[src/design/nfrd_pkg.sv]
// shared types, constants and the ordering function of the nearest-first drain unit
// no dependencies; imported by every module of the block
package nfrd_pkg;

  localparam int CAPACITY     = 32;
  localparam int COORD_BITS   = 16;
  localparam int HANDLE_BITS  = 8;
  localparam int RESULT_LIMIT = 32;
  localparam int OP_BITS      = 2;
  localparam int STATUS_BITS  = 2;
  localparam int DRAIN_BITS   = 6;
  localparam int Y_SHIFT      = 2;  // y distance weight of four

  localparam int IDX_BITS = $clog2(CAPACITY);
  localparam int CNT_BITS = $clog2(CAPACITY + 1);
  localparam int LIM_BITS = $clog2(RESULT_LIMIT + 1);
  localparam int MIN_BITS0 = (DRAIN_BITS > CNT_BITS) ? DRAIN_BITS : CNT_BITS;
  localparam int MIN_BITS  = (MIN_BITS0 > LIM_BITS) ? MIN_BITS0 : LIM_BITS;
  localparam int SQ_BITS  = 2 * COORD_BITS;
  localparam int KEY_BITS = 2 * COORD_BITS + 3;

  localparam logic [OP_BITS-1:0] OP_PUSH    = 2'd0;
  localparam logic [OP_BITS-1:0] OP_OLDEST  = 2'd1;
  localparam logic [OP_BITS-1:0] OP_CLOSEST = 2'd2;

  localparam logic [STATUS_BITS-1:0] ST_DRAINED = 2'd0;
  localparam logic [STATUS_BITS-1:0] ST_PUSHED  = 2'd1;
  localparam logic [STATUS_BITS-1:0] ST_FULL    = 2'd2;
  localparam logic [STATUS_BITS-1:0] ST_NONE    = 2'd3;

  typedef logic [1:0] cell_cmd_t;
  localparam cell_cmd_t CMD_HOLD   = 2'd0;
  localparam cell_cmd_t CMD_LOAD   = 2'd1;
  localparam cell_cmd_t CMD_TAKE_R = 2'd2;
  localparam cell_cmd_t CMD_TAKE_L = 2'd3;

  localparam logic [1:0] PH_X = 2'd0;
  localparam logic [1:0] PH_Y = 2'd1;
  localparam logic [1:0] PH_Z = 2'd2;

  typedef struct packed {
    logic signed [COORD_BITS-1:0] x;
    logic signed [COORD_BITS-1:0] y;
    logic signed [COORD_BITS-1:0] z;
  } coord_t;

  typedef struct packed {
    coord_t                 pos;
    logic [HANDLE_BITS-1:0] handle;
  } entry_t;

  typedef struct packed {
    entry_t              e;
    logic [KEY_BITS-1:0] key;
  } cell_t;

  typedef struct packed {
    logic       en;
    logic [1:0] phase;
  } key_ctrl_t;

  typedef struct packed {
    logic [OP_BITS-1:0]           operation;
    logic signed [COORD_BITS-1:0] coord_x;
    logic signed [COORD_BITS-1:0] coord_y;
    logic signed [COORD_BITS-1:0] coord_z;
    logic [HANDLE_BITS-1:0]       handle;
    logic signed [COORD_BITS-1:0] center_x;
    logic signed [COORD_BITS-1:0] center_y;
    logic signed [COORD_BITS-1:0] center_z;
    logic [DRAIN_BITS-1:0]        drain_count;
  } req_t;

  typedef struct packed {
    logic [STATUS_BITS-1:0]       status;
    logic signed [COORD_BITS-1:0] out_x;
    logic signed [COORD_BITS-1:0] out_y;
    logic signed [COORD_BITS-1:0] out_z;
    logic [HANDLE_BITS-1:0]       out_handle;
    logic                         last;
  } rsp_t;

  // true when a must sit strictly ahead of b: key, then y, x, z
  function automatic logic goes_before(cell_t a, cell_t b);
    logic res;
    if (a.key != b.key) begin
      res = (a.key < b.key);
    end else if (a.e.pos.y != b.e.pos.y) begin
      res = (a.e.pos.y < b.e.pos.y);
    end else if (a.e.pos.x != b.e.pos.x) begin
      res = (a.e.pos.x < b.e.pos.x);
    end else begin
      res = (a.e.pos.z < b.e.pos.z);
    end
    return res;
  endfunction

endpackage

[src/design/nfrd_cell.sv]
// one storage cell of the entry chain: holds an entry and its distance key
// depends on nfrd_pkg
module nfrd_cell (
  input  logic              clk,
  input  nfrd_pkg::cell_cmd_t cmd,
  input  nfrd_pkg::entry_t  load_e,
  input  nfrd_pkg::cell_t   left_i,
  input  nfrd_pkg::cell_t   right_i,
  output nfrd_pkg::cell_t   q_o
);
  import nfrd_pkg::*;

  cell_t q_r, q_nxt;

  always_comb begin
    q_nxt = q_r;
    unique case (cmd)
      CMD_HOLD:   q_nxt = q_r;
      CMD_LOAD: begin
        q_nxt.e   = load_e;
        q_nxt.key = '0;
      end
      CMD_TAKE_R: q_nxt = right_i;
      CMD_TAKE_L: q_nxt = left_i;
      default:    q_nxt = q_r;
    endcase
  end

  always_ff @(posedge clk) begin
    q_r <= q_nxt;
  end

  assign q_o = q_r;

endmodule

[config.mk]
export PLATFORM = sky130hd
export DESIGN_NAME = nfrd_cell
export DESIGN_NICKNAME = d
export VERILOG_FILES = /design/src/design/nfrd_pkg.sv /design/src/design/nfrd_cell.sv
export SDC_FILE = /design/constraint.sdc
export NUM_CORES = 1
export LEC_CHECK = 0
export BUFFER_PORTS_ARGS = -buffer_cell sky130_fd_sc_hd__buf_2
export CAP_MARGIN = 20
export CELL_PAD_IN_SITES_DETAIL_PLACEMENT = 0
export CELL_PAD_IN_SITES_GLOBAL_PLACEMENT = 1
export CORE_MARGIN = 10
export CORE_UTILIZATION = 30
export DETAILED_ROUTE_END_ITERATION = 8
export PLACE_DENSITY_LB_ADDON = 0.15
export SLEW_MARGIN = 20
export SYNTH_ARGS = -nofsm -noshare
export SYNTH_HDL_FRONTEND = slang
export SYNTH_SLANG_ARGS = --single-unit
[constraint.sdc]
create_clock -name clk -period 4.33 [get_ports clk]
set_input_delay 0.866 -clock clk [delete_from_list [all_inputs] [get_ports clk]]
set_output_delay 0.866 -clock clk [all_outputs]
set_load 0.02 [all_outputs]
# ---- Word level (Yosys, flattened, before mapping)
# Index checks and enable logic that the tools add are counted.
dict set report word_totals {
  reg_bits 91
  output_inout_bits 91
  elab_cells 10
  in_bits 241
}
dict set report op_classes {
  n_eq_ne 3
  n_mux 1
  reduce_logical 1
}
# cell count
set ops {}
lappend ops {{case mux 91 bit (3 select lines)} 1}
lappend ops {{equality test 2 bit (second input constant)} 2}
lappend ops {{equality test 2 x 1 -> 1 bit (second input constant)} 1}
lappend ops {{zero test 2 bit} 1}

# ---- Depth between registers and ports, before layout
dict set report depth {
  depth_word 2
  depth_mapped 4
  ltp_nobuf 2
}

# ---- Worst setup path after synthesis
# No wires, ideal clock.
dict set report synth_timing {
  path_type {input port to flip-flop}
  from {input cmd[0]}
  to {register q_r, in the netlist q_o[0] (enable)}
  required_ps 3875
  arrival_ps 3256
  n_path_buf 2
  cell_stages 3
  setup_time_ps 455
  setup_slack_ps 619
  cell_sequence {buf_4 buf_6 or2_1}
}
dict set report synth_via {
  elab_chain_cells 1
}
# item line_no
set synth_rtl {}
lappend synth_rtl {{from (decl)} nfrd_cell.sv:5} ;# input nfrd_pkg::cell_cmd_t cmd,
lappend synth_rtl {{zero test 2 bit} nfrd_cell.sv:17} ;# unique case (cmd)
lappend synth_rtl {{to (signal assigned)} nfrd_cell.sv:30} ;# q_r <= q_nxt;
lappend synth_rtl {{to (decl)} nfrd_cell.sv:13} ;# cell_t q_r, q_nxt;
# Every way passes these cells.
# A chain may end at the register's enable or synchronous reset.

==> flow_summary.json <==
{
  "powerDensity_mw_per_mm2": 376,
  "setup_ws_ns": 2.02,
  "syn-num-nets": 597,
  "grt.met2_usage_pct": 27.5,
  "drt_iter0_drc": 99,
  "yosysSeqAreaShare_pct": 60.3,
  "cts_sinks": 91,
  "cp-start-kind": "primary input",
  "cts_root_buf": "clkbuf_16",
  "htreeDepth": 3,
  "ys_warn_count": 0,
  "power_mw": 2.50,
  "drtPass1Iterations": 4,
  "synth_top_cell_area_share_pct": 60.3,
  "dp.cells": 850,
  "synth_top_family_by_area": "multiplexers",
  "synth_common_cells": "edfxtp_1, mux2i_1, a21oi_1, nor2_1, nor2b_1",
  "hp-class": "in -> reg",
  "yosys.area_share.simple_pct": 9.61,
  "postCtsSetupBuffers": 0,
  "routed-via-count": 3899,
  "num_rows": 44,
  "top_usage_layer": "met2",
  "synthFlopType": "edfxtp_1",
  "synth_cell_types": 10,
  "ant_nets": 0,
  "endpoint_kind": "flop",
  "fin_setup_tns_ns": 0,
  "relSlewSlack_pct": 52.7,
  "max_cap_viol_count": 0,
  "worstHoldPathCells": 3,
  "synth_top_area_cell": "edfxtp_1",
  "async_flop_share_pct": 0,
  "muxShareOfSynthArea_pct": 20.1,
  "post-place-ws_ns": 1.66,
  "synth_compound_area_share_pct": 6.18,
  "ys_top_cells_by_area": "edfxtp_1, mux2i_1, a21oi_1",
  "grt_overflow": 0,
  "die_width_um": 143,
  "setup_violations": 0,
  "critPathMaxFanout": 32,
  "grt_pass1_vias": 4305,
  "total_leakage_power_nw": 3.24,
  "wirelength_um": 16400,
  "post_cts_resize_count": 0,
  "num_io_pins": 332,
  "worst_slew_pin_slew_ns": 0.710,
  "cts_tree": "built",
  "start_util_pct": 30.9,
  "portBuffers": 331,
  "synth_edf_count": 91,
  "fin_crit_sh_pct": 53.3,
  "layout.cells.non_filler": 868,
  "crit_type": "in -> reg",
  "wire_per_inst_um": 18.8,
  "syn-mean-instance-area_um2": 12.7,
  "outcome": "completed",
  "core_area_mm2": 0.0146,
  "grt_pass1_wl_um": 23700,
  "clkTransAtPathRegs_ns": 0.07,
  "vdd_ir_drop_max_v": 0.000208,
  "grt.met1_usage_pct": 14.6,
  "globalRouteMet3Util_pct": 7.89,
  "required_ns": 4.38,
  "min_period_ns": 2.31,
  "layout-drive-gt1-share_pct": 51.5,
  "grt_max_degree": 80,
  "cts_buffers": 9,
  "fmax_mhz": 433,
  "die_y_um": 143,
  "synth_seq_cells": 91,
  "hold_viol_final": 0,
  "route.detailed.drc": 0,
  "grtUsageTotal_pct": 15.3,
  "maxSlewViolCount": 0,
  "synth_xor_area_share_pct": 0,
  "final_nets": 918,
  "gp_congestion": 0.797,
  "largest_reg_flops": 91,
  "netlist_area_mm2": 0.00453,
  "rsz0062_at_grt": "no",
  "netlist_instances": 356,
  "routed_via_density": 4.49,
  "dieArea_mm2": 0.0204,
  "synthAdderAreaFrac_pct": 0,
  "antenna_found_initial": 4,
  "hold_buffers": 0,
  "place_hpwl_um": 13400,
  "cp_data_arrival_time_ns": 2.36,
  "syn_to_final_growth_pct": 46.5,
  "hold_ws_ns": 0.850,
  "cts.path.max_buffers": 2
}
-- worst paths after layout --
kind / from / to / slack (ns)
setup / recovery: cmd[0] / q_o[41] / 2.02
hold / removal: load_e[45] / q_o[80] / 0.85
-- worst max-delay path, cell delays in order --
cell and delay [ns]:
buf_4 0.35, buf_4 0.56, mux2i_1 0.41, a21oi_1 0.12
-- layout by cell type, fill, tap and decap left out --
| master | netlist | routed |
|---|---|---|
| bufinv_16 | 0 | 3 |
| clkinv_2 | 0 | 2 |
| edfxtp_1 | 91 | 91 |
| nor2b_1 | 35 | 35 |
| or2_4 | 0 | 1 |
| buf_2 | 9 | 329 |
| mux2i_1 | 91 | 91 |
| clkbuf_16 | 0 | 9 |
| diode_2 | 0 | 2 |
| clkinv_1 | 0 | 1 |
| buf_12 | 0 | 1 |
| nor2_1 | 56 | 56 |
| clkbuf_1 | 8 | 1 |
| buf_4 | 1 | 6 |
| a21oi_1 | 56 | 56 |
-- cells by family (layout without fill, tap and decap cells) --
group | after synthesis | after routing
buffers and inverters | 26 | 352
AOI/OAI and AO/OA | 56 | 56
and+or+nand+nor | 92 | 92
DFF | 91 | 91
other | 0 | 2
muxes | 91 | 91
-- metrics by stage --
step | utilization, % | cell area [um2]
floorplan | - | 4530
global placement | 43.0 | 6300
detailed placement | 43.0 | 6300
CTS | 45.3 | 6640
global route | 45.4 | 6640
finish | 45.4 | 6640
-- layout make-up --
type,count,area [um2]
timing repair buffer,336,1710
sequential,91,2730
fill,1436,8000
clock buffer,10,229
multi-input combinational,239,1630
antenna,2,5.00
clock inverter,6,104
tap,184,230
-- power breakdown --
part | switching, mW | internal (mW)
clock | 0.315 | 0.560
sequential | 0.0205 | 1.08
combinational | 0.310 | 0.211
-- metal layers --
layer	share of wire (%)	vias to the layer above	wire length [um]
met5	0.12	-	20
met4	1.2	2	204
met3	12	15	1940
met2	52	196	8480
met1	35	1738	5710
li1	-	1948	-
No activity file was read; power rests on OpenSTA's default activity.
