### config.mk
export PLATFORM = sky130hd
export DESIGN_NAME = nfrd_key_unit
export DESIGN_NICKNAME = d
export VERILOG_FILES = /design/src/design/nfrd_pkg.sv /design/src/design/nfrd_key_unit.sv
export SDC_FILE = /design/constraint.sdc
export NUM_CORES = 1
export LEC_CHECK = 0
export BUFFER_PORTS_ARGS = -buffer_cell sky130_fd_sc_hd__buf_2
export CAP_MARGIN = 20
export CORE_MARGIN = 3
export CORE_UTILIZATION = 40
export DETAILED_ROUTE_END_ITERATION = 8
export GPL_TIMING_DRIVEN = 1
export HOLD_SLACK_MARGIN = 0.03
export REMOVE_ABC_BUFFERS = 1
export SYNTH_ARGS = -nofsm -noshare
export SYNTH_HDL_FRONTEND = slang
export SYNTH_SLANG_ARGS = --single-unit
export TNS_END_PERCENT = 10
### constraint.sdc
create_clock -name clk -period 14.9 [get_ports clk]
set_clock_uncertainty 0.05 [all_clocks]
set_input_delay 2.235 -clock clk [delete_from_list [all_inputs] [get_ports clk]]
set_output_delay 2.235 -clock clk [all_outputs]
set_load 0.03 [all_outputs]
### src/design/nfrd_pkg.sv
// shared types, constants and the ordering function of the nearest-first drain unit
// no dependencies; imported by every module of the block
package nfrd_pkg;

  localparam int CAPACITY     = 32;
  localparam int COORD_BITS   = 16;
  localparam int HANDLE_BITS  = 8;
  localparam int RESULT_LIMIT = 32;
  localparam int OP_BITS      = 2;
  localparam int STATUS_BITS  = 2;
  localparam int DRAIN_BITS   = 6;
  localparam int Y_SHIFT      = 2;  // y distance weight of four

  localparam int IDX_BITS = $clog2(CAPACITY);
  localparam int CNT_BITS = $clog2(CAPACITY + 1);
  localparam int LIM_BITS = $clog2(RESULT_LIMIT + 1);
  localparam int MIN_BITS0 = (DRAIN_BITS > CNT_BITS) ? DRAIN_BITS : CNT_BITS;
  localparam int MIN_BITS  = (MIN_BITS0 > LIM_BITS) ? MIN_BITS0 : LIM_BITS;
  localparam int SQ_BITS  = 2 * COORD_BITS;
  localparam int KEY_BITS = 2 * COORD_BITS + 3;

  localparam logic [OP_BITS-1:0] OP_PUSH    = 2'd0;
  localparam logic [OP_BITS-1:0] OP_OLDEST  = 2'd1;
  localparam logic [OP_BITS-1:0] OP_CLOSEST = 2'd2;

  localparam logic [STATUS_BITS-1:0] ST_DRAINED = 2'd0;
  localparam logic [STATUS_BITS-1:0] ST_PUSHED  = 2'd1;
  localparam logic [STATUS_BITS-1:0] ST_FULL    = 2'd2;
  localparam logic [STATUS_BITS-1:0] ST_NONE    = 2'd3;

  typedef logic [1:0] cell_cmd_t;
  localparam cell_cmd_t CMD_HOLD   = 2'd0;
  localparam cell_cmd_t CMD_LOAD   = 2'd1;
  localparam cell_cmd_t CMD_TAKE_R = 2'd2;
  localparam cell_cmd_t CMD_TAKE_L = 2'd3;

  localparam logic [1:0] PH_X = 2'd0;
  localparam logic [1:0] PH_Y = 2'd1;
  localparam logic [1:0] PH_Z = 2'd2;

  typedef struct packed {
    logic signed [COORD_BITS-1:0] x;
    logic signed [COORD_BITS-1:0] y;
    logic signed [COORD_BITS-1:0] z;
  } coord_t;

  typedef struct packed {
    coord_t                 pos;
    logic [HANDLE_BITS-1:0] handle;
  } entry_t;

  typedef struct packed {
    entry_t              e;
    logic [KEY_BITS-1:0] key;
  } cell_t;

  typedef struct packed {
    logic       en;
    logic [1:0] phase;
  } key_ctrl_t;

  typedef struct packed {
    logic [OP_BITS-1:0]           operation;
    logic signed [COORD_BITS-1:0] coord_x;
    logic signed [COORD_BITS-1:0] coord_y;
    logic signed [COORD_BITS-1:0] coord_z;
    logic [HANDLE_BITS-1:0]       handle;
    logic signed [COORD_BITS-1:0] center_x;
    logic signed [COORD_BITS-1:0] center_y;
    logic signed [COORD_BITS-1:0] center_z;
    logic [DRAIN_BITS-1:0]        drain_count;
  } req_t;

  typedef struct packed {
    logic [STATUS_BITS-1:0]       status;
    logic signed [COORD_BITS-1:0] out_x;
    logic signed [COORD_BITS-1:0] out_y;
    logic signed [COORD_BITS-1:0] out_z;
    logic [HANDLE_BITS-1:0]       out_handle;
    logic                         last;
  } rsp_t;

  // true when a must sit strictly ahead of b: key, then y, x, z
  function automatic logic goes_before(cell_t a, cell_t b);
    logic res;
    if (a.key != b.key) begin
      res = (a.key < b.key);
    end else if (a.e.pos.y != b.e.pos.y) begin
      res = (a.e.pos.y < b.e.pos.y);
    end else if (a.e.pos.x != b.e.pos.x) begin
      res = (a.e.pos.x < b.e.pos.x);
    end else begin
      res = (a.e.pos.z < b.e.pos.z);
    end
    return res;
  endfunction

endpackage

### src/design/nfrd_key_unit.sv
// weighted squared distance of the head entry, one axis square per cycle
// depends on nfrd_pkg
module nfrd_key_unit (
  input  logic                      clk,
  input  nfrd_pkg::key_ctrl_t       ctrl,
  input  nfrd_pkg::coord_t          pos,
  input  nfrd_pkg::coord_t          center,
  output logic [nfrd_pkg::KEY_BITS-1:0] key_o
);
  import nfrd_pkg::*;

  logic signed [COORD_BITS-1:0] a_sel, c_sel;
  logic signed [COORD_BITS:0]   diff;
  logic [COORD_BITS:0]          mag;
  logic [COORD_BITS-1:0]        absd;
  logic [SQ_BITS-1:0]           sq;
  logic [KEY_BITS-1:0]          acc_r, acc_nxt;

  always_comb begin
    unique case (ctrl.phase)
      PH_X: begin
        a_sel = pos.x;
        c_sel = center.x;
      end
      PH_Y: begin
        a_sel = pos.y;
        c_sel = center.y;
      end
      default: begin
        a_sel = pos.z;
        c_sel = center.z;
      end
    endcase
    diff = (COORD_BITS+1)'(a_sel) - (COORD_BITS+1)'(c_sel);
    mag  = diff[COORD_BITS] ? -diff : diff;
    absd = mag[COORD_BITS-1:0];
    sq   = SQ_BITS'(absd) * SQ_BITS'(absd);
  end

  always_comb begin
    acc_nxt = acc_r;
    if (ctrl.en) begin
      if (ctrl.phase == PH_X) begin
        acc_nxt = KEY_BITS'(sq);
      end else if (ctrl.phase == PH_Y) begin
        acc_nxt = acc_r + (KEY_BITS'(sq) << Y_SHIFT);
      end
    end
  end

  always_ff @(posedge clk) begin
    acc_r <= acc_nxt;
  end

  // final axis joins the accumulated sum on the way into the chain
  assign key_o = acc_r + KEY_BITS'(sq);

endmodule

# Word level (Yosys, flattened, before mapping)
# Cells that the tools add are included.
[classes] eq_ne=1 mux=5 multipliers=1 reduce_logical=3 addsub=4
[ops] op="$pmux 16 s2" n=2
[ops] op="$add 35x32->35" n=1
[ops] op="$add 35x34->35" n=1
[ops] op="$mux 35" n=1
[ops] op="$mul 16x16->32" n=1
[ops] op="$mux 32" n=1
[ops] op="$sub 16x16->17" n=1
[ops] op="$mux 16" n=1
[ops] op="$neg 16->16" n=1
[ops] op="$eq 2x1->1 const B" n=1
[ops] op="$logic_not 2->1" n=1
[ops] op="$reduce_and 2->1" n=1
[ops] op="$reduce_bool 2->1" n=1
[totals] reg_bits=35 word_cells=16 in_bits=100

# Depth between registers and ports, before layout
# Gate-level depths: netlist (run 1).
[depth] ltp_word=9 depth_mapped=55 mapped_depth_nobuf=51

# Worst setup path after synthesis (run 1)
# OpenSTA, ideal clock, no wires.
[synth_timing] kind="input-to-output" from="input port ctrl[0] (netlist bit)" to="output port key_o[34] (netlist bit)" path_buffers=4 arrival_ns=13.971 cell_stages=53 slack_ns=-1.356 cell_sequence="clkbuf_1 > buf_1 > mux2i_1 > nor2_1 > a21oi_1 > ha_1 > inv_1 > fa_1 > a211oi_1 > o21ai_1 > a221oi_4 > o211ai_1 > nand4_1 > o211ai_1 > clkbuf_1 > a21oi_1 > xor2_1 > inv_1 > [17 not listed] > nand2_1 > a21o_1 > a21oi_1 > o21bai_1 > a21o_1 > xor2_1 > ha_1 > a21o_1 > a21o_1 > a21o_1 > a21o_1 > a221o_1 > o211ai_1 > a211oi_1 > o21a_1 > o21ai_0 > a21oi_1 > xor2_1"
[synth_between] elab_chain_cells=7 elab_cells_between_ends=9 classes_between="add/sub (3); mul (1); eq/ne (1); mux (3); reduce/logical (1)"
[synth_lines] item="start: declaration" line="nfrd_key_unit.sv:5" rtl="input nfrd_pkg::key_ctrl_t ctrl,"
[synth_lines] item="$eq 2x1->1 or $logic_not 2->1 (tied branches)" line="nfrd_key_unit.sv:20" rtl="unique case (ctrl.phase)"
[synth_lines] item="$pmux 16 s2" line="nfrd_key_unit.sv:20"
[synth_lines] item="$sub 16x16->17 (*)" line="nfrd_key_unit.sv:34" rtl="diff = (COORD_BITS+1)'(a_sel) - (COORD_BITS+1)'(c_sel);"
[synth_lines] item="$neg 16->16" line="nfrd_key_unit.sv:35" rtl="mag = diff[COORD_BITS] ? -diff : diff;"
[synth_lines] item="$mux 16 (*)" line="nfrd_key_unit.sv:35"
[synth_lines] item="$mul 16x16->32 (*)" line="nfrd_key_unit.sv:37" rtl="sq = SQ_BITS'(absd) * SQ_BITS'(absd);"
[synth_lines] item="$add 35x32->35 (*)" line="nfrd_key_unit.sv:56" rtl="assign key_o = acc_r + KEY_BITS'(sq);"
[synth_lines] item="end: declaration" line="nfrd_key_unit.sv:8" rtl="output logic [nfrd_pkg::KEY_BITS-1:0] key_o"
# Every way passes the cells marked *; elsewhere a longest branch is shown, timed or not.

# Worst setup path after layout (run 1)
# Ends and elaborated chain as after synthesis.

==> impl_metrics.json, run 1 <==
{
  "die_area_um2": 34400,
  "reg_top3": "acc_r x34",
  "hp-class": "reg2reg",
  "synthCells": 1558,
  "synth-seq-cells": 34,
  "fillers": 2926,
  "drv_cap": 0,
  "crit_path_max_incr_delay_ns": 0.58,
  "vias_per_cell": 5.04,
  "core_um2": 31600,
  "arrival_ns": 12.87,
  "cp_max_fo": 9,
  "synth-edff-count": 34,
  "synth_flop_cell": "edfxtp_1",
  "synth_warnings": 0,
  "final-hold-violation-count": 0,
  "drt_wl_total_um": 33600,
  "path_class": "in2out",
  "grt_max_degree": 36,
  "clockBufferDepth": 2,
  "hold_buffers": 0,
  "grt_util_all_layers_pct": 19.7,
  "gp_congestion": 0.927,
  "die_h_um": 185,
  "drc": 0,
  "clkSinkCount": 34,
  "status": "complete, but fails checks",
  "grt_pass1_vias": 12266,
  "critical_path_required_ns": 12.61,
  "maxSlewViolCount": 0,
  "io_buffers": 134,
  "setup_viol": 5,
  "first_pass_iters": 5,
  "antenna_found_initial": 0,
  "final_common_cell": "buf_4",
  "dp_hpwl_um": 28200,
  "die-width_um": 185,
  "r2r_slack_ns": 11.38,
  "min_period_ns": 15.16,
  "yosysSeqAreaShare_pct": 7.93,
  "path_common_cell": "buf_4",
  "avgSynthCellArea_um2": 8.26,
  "synth_async_sr_flop_share_pct": 0,
  "wl_per_cell_um": 14.0,
  "drt-initial-drc-count": 542,
  "layout_common_cells": "buf_4 (328), inv_1 (263), ha_1 (168)",
  "vias": 12062,
  "start_kind": "primary input",
  "cts_tree": "built",
  "grt_setup_unrepaired": "yes",
  "cts_root_buf": "clkbuf_16",
  "finalWorstSetupSlack_ns": -0.258,
  "worst_pin_slew_ns": 0.765,
  "clk_latency_ns": 0.29,
  "postRouteAntennaNets": 0,
  "largest_register_ffs": 34,
  "syn2layout_area_growth_pct": 33.3,
  "finalCritPeriodShare_pct": 102,
  "synth_cell_type_count": 71,
  "cts_buffers": 5,
  "nets": 2433,
  "io_pins": 135,
  "initial_core_util_pct": 40.7,
  "post_route_cells_drive_above_1_share_pct": 29.8,
  "htree_levels": 2,
  "clk_pin_slew_ns": 0.06,
  "max_freq_mhz": 66.0,
  "largest-register": "acc_r",
  "n_antenna_cell": 0,
  "timing.setup.tns_ns": -0.779,
  "worst_path_max_delay_cell": "fa_2",
  "end_kind": "output port",
  "synth_area_um2": 12900,
  "failed_checks": "setup timing",
  "overflow": 0,
  "relSlewSlack_pct": 48.5,
  "grt_pass1_wl_um": 56400,
  "rows": 65
}
[cells by family (layout without fill, tap and decap cells)]
kind of cell | after synthesis | in the layout | synth area share, %
AND/OR/NAND/NOR | 426 | 426 | 14.8
adder cells (fa/ha/maj) | 341 | 341 | 42.7
buffers and inverters | 311 | 746 | 9.20
AO/OA/AOI/OAI | 303 | 303 | 15.3
XOR/XNOR | 106 | 106 | 7.21
multiplexers | 37 | 37 | 2.94
flip-flops | 34 | 34 | 7.93
[through the flow]
| stage | std cells | hold WS (ns) | worst slack (ns) | utilization (%) | area, um2 |
|---|---|---|---|---|---|
| finish | 2395 | 0.591 | -0.258 | 54.2 | 17200 |
| global route | 2395 | 0.643 | -0.864 | 54.2 | 17200 |
| CTS | 2390 | 0.601 | -0.180 | 53.5 | 16900 |
| detailed placement | 2348 | 0.579 | -0.843 | 50.9 | 16100 |
| global placement | 2347 | 0.582 | -0.767 | 50.8 | 16100 |
| floorplan | 1523 | 0.550 | -0.727 | - | 12700 |
[worst max-delay path, delay by kind of cell]
family / cells / cell delay (ns)
buffers and inverters: 15 / 1.90
adders and majority gates: 9 / 3.98
and+or+nand+nor: 11 / 1.63
muxes: 1 / 0.19
xor gates and xnor gates: 3 / 0.45
AOI/OAI and AO/OA: 14 / 2.47
[metal layers]
layer | GRT usage [%] | vias to the layer above | share of wire [%]
met3 | 2.45 | 32 | 3.2
met4 | 3.63 | 0 | 1.5
met1 | 26.3 | 5858 | 44
met2 | 34.8 | 182 | 51
li1 | - | 5990 | -
met5 | 0 | - | 0
[cell type report]
| cell class | instances | area [um2] | share of cell area, % |
|---|---|---|---|
| Timing Repair Buffer | 462 | 3250 | 18.9 |
| Sequential cell | 34 | 1020 | 5.95 |
| Tap cell | 402 | 503 | 2.93 |
| Multi-Input combinational cell | 1213 | 11200 | 65.3 |
| Clock inverter | 2 | 8.76 | 0.0510 |
| Inverter | 276 | 1040 | 6.04 |
| Clock buffer | 6 | 129 | 0.751 |
[worst paths after layout]
path              startpoint        end  cells past startpoint
hold reg to reg    acc_r[34]  acc_r[34]                      2
setup reg to reg    acc_r[4]  acc_r[31]                     12
setup / recovery     ctrl[0]  key_o[34]                     53
hold / removal     acc_r[34]  acc_r[34]                      2
[what timing repair did]
action | CTS | global route
gates resized for setup | 102 | 50
pin swaps | 95 | 26
endpoints found under the setup margin | 13 | 18
buffers inserted | 34 | 5
[Yosys cell counts, types with 10 or more instances]
cell type,instances,area share [%]
nand2_1,133,3.9
nor2b_1,12,0.58
o21a_1,23,1.3
fa_1,164,26
inv_1,271,7.9
nand3_1,18,0.70
xnor2_1,63,4.3
o21bai_1,10,0.58
o21ai_0,62,2.4
clkbuf_1,26,0.76
a21o_1,44,2.6
xor2_1,43,2.9
mux2i_1,34,2.6
edfxtp_1,34,7.9
nor3_1,18,0.70
ha_1,177,17
a21oi_1,97,3.8
nand2b_1,20,0.97
nor2_1,175,5.1
Power of run 1 is left out: the tool's default activity adds up to more than one toggle a clock period on the data nets, which glitch-free logic cannot reach.
==> run 2: changes to the inputs <==
--- a/config.mk
+++ b/config.mk
@@ -6,12 +6,13 @@
 export NUM_CORES = 1
 export LEC_CHECK = 0
 export BUFFER_PORTS_ARGS = -buffer_cell sky130_fd_sc_hd__buf_2
-export CAP_MARGIN = 20
+export CAP_MARGIN = 30
 export CORE_MARGIN = 3
-export CORE_UTILIZATION = 40
+export CORE_UTILIZATION = 50
 export DETAILED_ROUTE_END_ITERATION = 8
 export GPL_TIMING_DRIVEN = 1
 export HOLD_SLACK_MARGIN = 0.03
+export PLACE_DENSITY = 0.72
 export REMOVE_ABC_BUFFERS = 1
 export SYNTH_ARGS = -nofsm -noshare
 export SYNTH_HDL_FRONTEND = slang
==> run 2 against run 1 <==
The flow still finishes with violations (setup timing); final area decreased by 0.12%; die area fell by 19%; register-to-register slack got worse by 0.08 ns; via count grew 3.2%; count of clock-buffer cells in the layout down 1; sequential share of layout area hardly changed; fmax decreased by 0.21%; flip-flop and latch count unchanged.
==> impl_metrics.json, run 2 (synthesis results as in run 1) <==
{
  "status": "complete, but fails checks",
  "failed_checks": "setup timing",
  "grt_util_all_layers_pct": 25.4,
  "io_pins": 135,
  "antenna_found_initial": 0,
  "largest_register_ffs": 34,
  "grt_pass1_wl_um": 59500,
  "crit_path_max_incr_delay_ns": 0.54,
  "cts_tree": "built",
  "first_pass_iters": 5,
  "die_area_um2": 27700,
  "critical_path_required_ns": 12.61,
  "finalWorstSetupSlack_ns": -0.291,
  "final-hold-violation-count": 0,
  "cts_root_buf": "clkbuf_16",
  "place_ws_ns": -0.921,
  "n_antenna_cell": 0,
  "postLayoutCellArea_um2": 17100,
  "drc": 0,
  "hp-class": "reg2reg",
  "cpLargestDelayFamily": "adder cells",
  "clk_latency_ns": 0.29,
  "postRouteAntennaNets": 0,
  "layout_common_cells": "buf_4 (327), inv_1 (264), ha_1 (165)",
  "nets": 2436,
  "setup_viol": 5,
  "relSlewSlack_pct": 41.9,
  "die-width_um": 166,
  "io_buffers": 134,
  "worst_path_max_delay_cell": "fa_1",
  "dp_hpwl_um": 28300,
  "end_kind": "output port",
  "finalCritPeriodShare_pct": 102,
  "dpl_cell_area_um2": 16000,
  "worst_pin_slew_ns": 0.864,
  "clk_pin_slew_ns": 0.06,
  "min_period_ns": 15.19,
  "maxSlewViolCount": 0,
  "reg_top3": "acc_r x34",
  "grt_setup_unrepaired": "yes",
  "cts_buffers": 5,
  "grt_max_degree": 36,
  "clockBufferDepth": 2,
  "final_common_cell": "buf_4",
  "rows": 58,
  "gp_congestion": 0.936,
  "drv_cap": 0,
  "cp_max_fo": 5,
  "crit_buf_inv": 10,
  "core_um2": 25300,
  "htree_levels": 2,
  "syn2layout_area_growth_pct": 33.2,
  "largest-register": "acc_r",
  "initial_core_util_pct": 51.0,
  "max_freq_mhz": 65.8,
  "die_h_um": 166,
  "path_class": "in2out",
  "grt_pass1_vias": 13059,
  "drt-initial-drc-count": 653,
  "post_route_cells_drive_above_1_share_pct": 29.9,
  "clkSinkCount": 34,
  "start_kind": "primary input",
  "wl_per_cell_um": 15.3,
  "drt_wl_total_um": 35400,
  "vias_per_cell": 5.35,
  "arrival_ns": 12.91,
  "hold_buffers": 0,
  "overflow": 0,
  "vias": 12443
}
-- run 2: cell types whose count changed in the layout (fill, tap and decap cells not counted), sizes merged --
cell    previous run  this run
clkinv             5         3
buf              461       462
inv              273       274
clkbuf             7         8
-- run 2: tightest hold or removal path, cell delays in order, from the launching register on --
cell	delay, ns
edfxtp_1	0.37
xor2_1	0.08
nor2_1	0.08
-- run 2: layout make-up --
class | count | area [um2]
inverter | 276 | 1040
clock buffer | 5 | 125
timing repair buffer | 465 | 3290
clock inverter | 1 | 3.75
multi-input combinational | 1213 | 11200
sequential | 34 | 1020
fill | 1989 | 8120
tap | 330 | 413
-- run 2: final timing paths --
| kind | from | end | slack (ns) | depth (start not counted) |
|---|---|---|---|---|
| worst min-delay path | acc_r[34] | acc_r[34] | 0.60 | 2 |
| worst max-delay path | ctrl[0] | key_o[33] | -0.29 | 52 |
| worst min register to register | acc_r[34] | acc_r[34] | 0.60 | 2 |
| worst max register to register | acc_r[5] | acc_r[31] | 11.30 | 12 |
-- run 2: metal layers --
metal | wire, um | GRT usage [%]
met5 | 0 | 0
met4 | 1030 | 7.68
met1 | 14300 | 31.4
met3 | 1790 | 3.49
met2 | 18300 | 46.2
-- run 2: through the flow --
stage	setup TNS (ns)	cells	util, %	hold WS [ns]
finish	-0.756	2324	67.9	0.597
detailed placement	-6.17	2271	63.3	0.587
global route	-7.13	2324	67.9	0.647
floorplan	-4.67	1523	-	0.550
CTS	-0.134	2317	67.2	0.604
global placement	-3.21	2270	63.2	0.580
-- run 2: what timing repair did --
action / 4_1_cts / 5_1_grt
gates cloned: 1 / 0
gates resized for setup: 120 / 37
pin swaps: 107 / 25
endpoints found under the setup margin: 14 / 16
buffers inserted: 39 / 7
Power of run 2 is left out for the same reason.
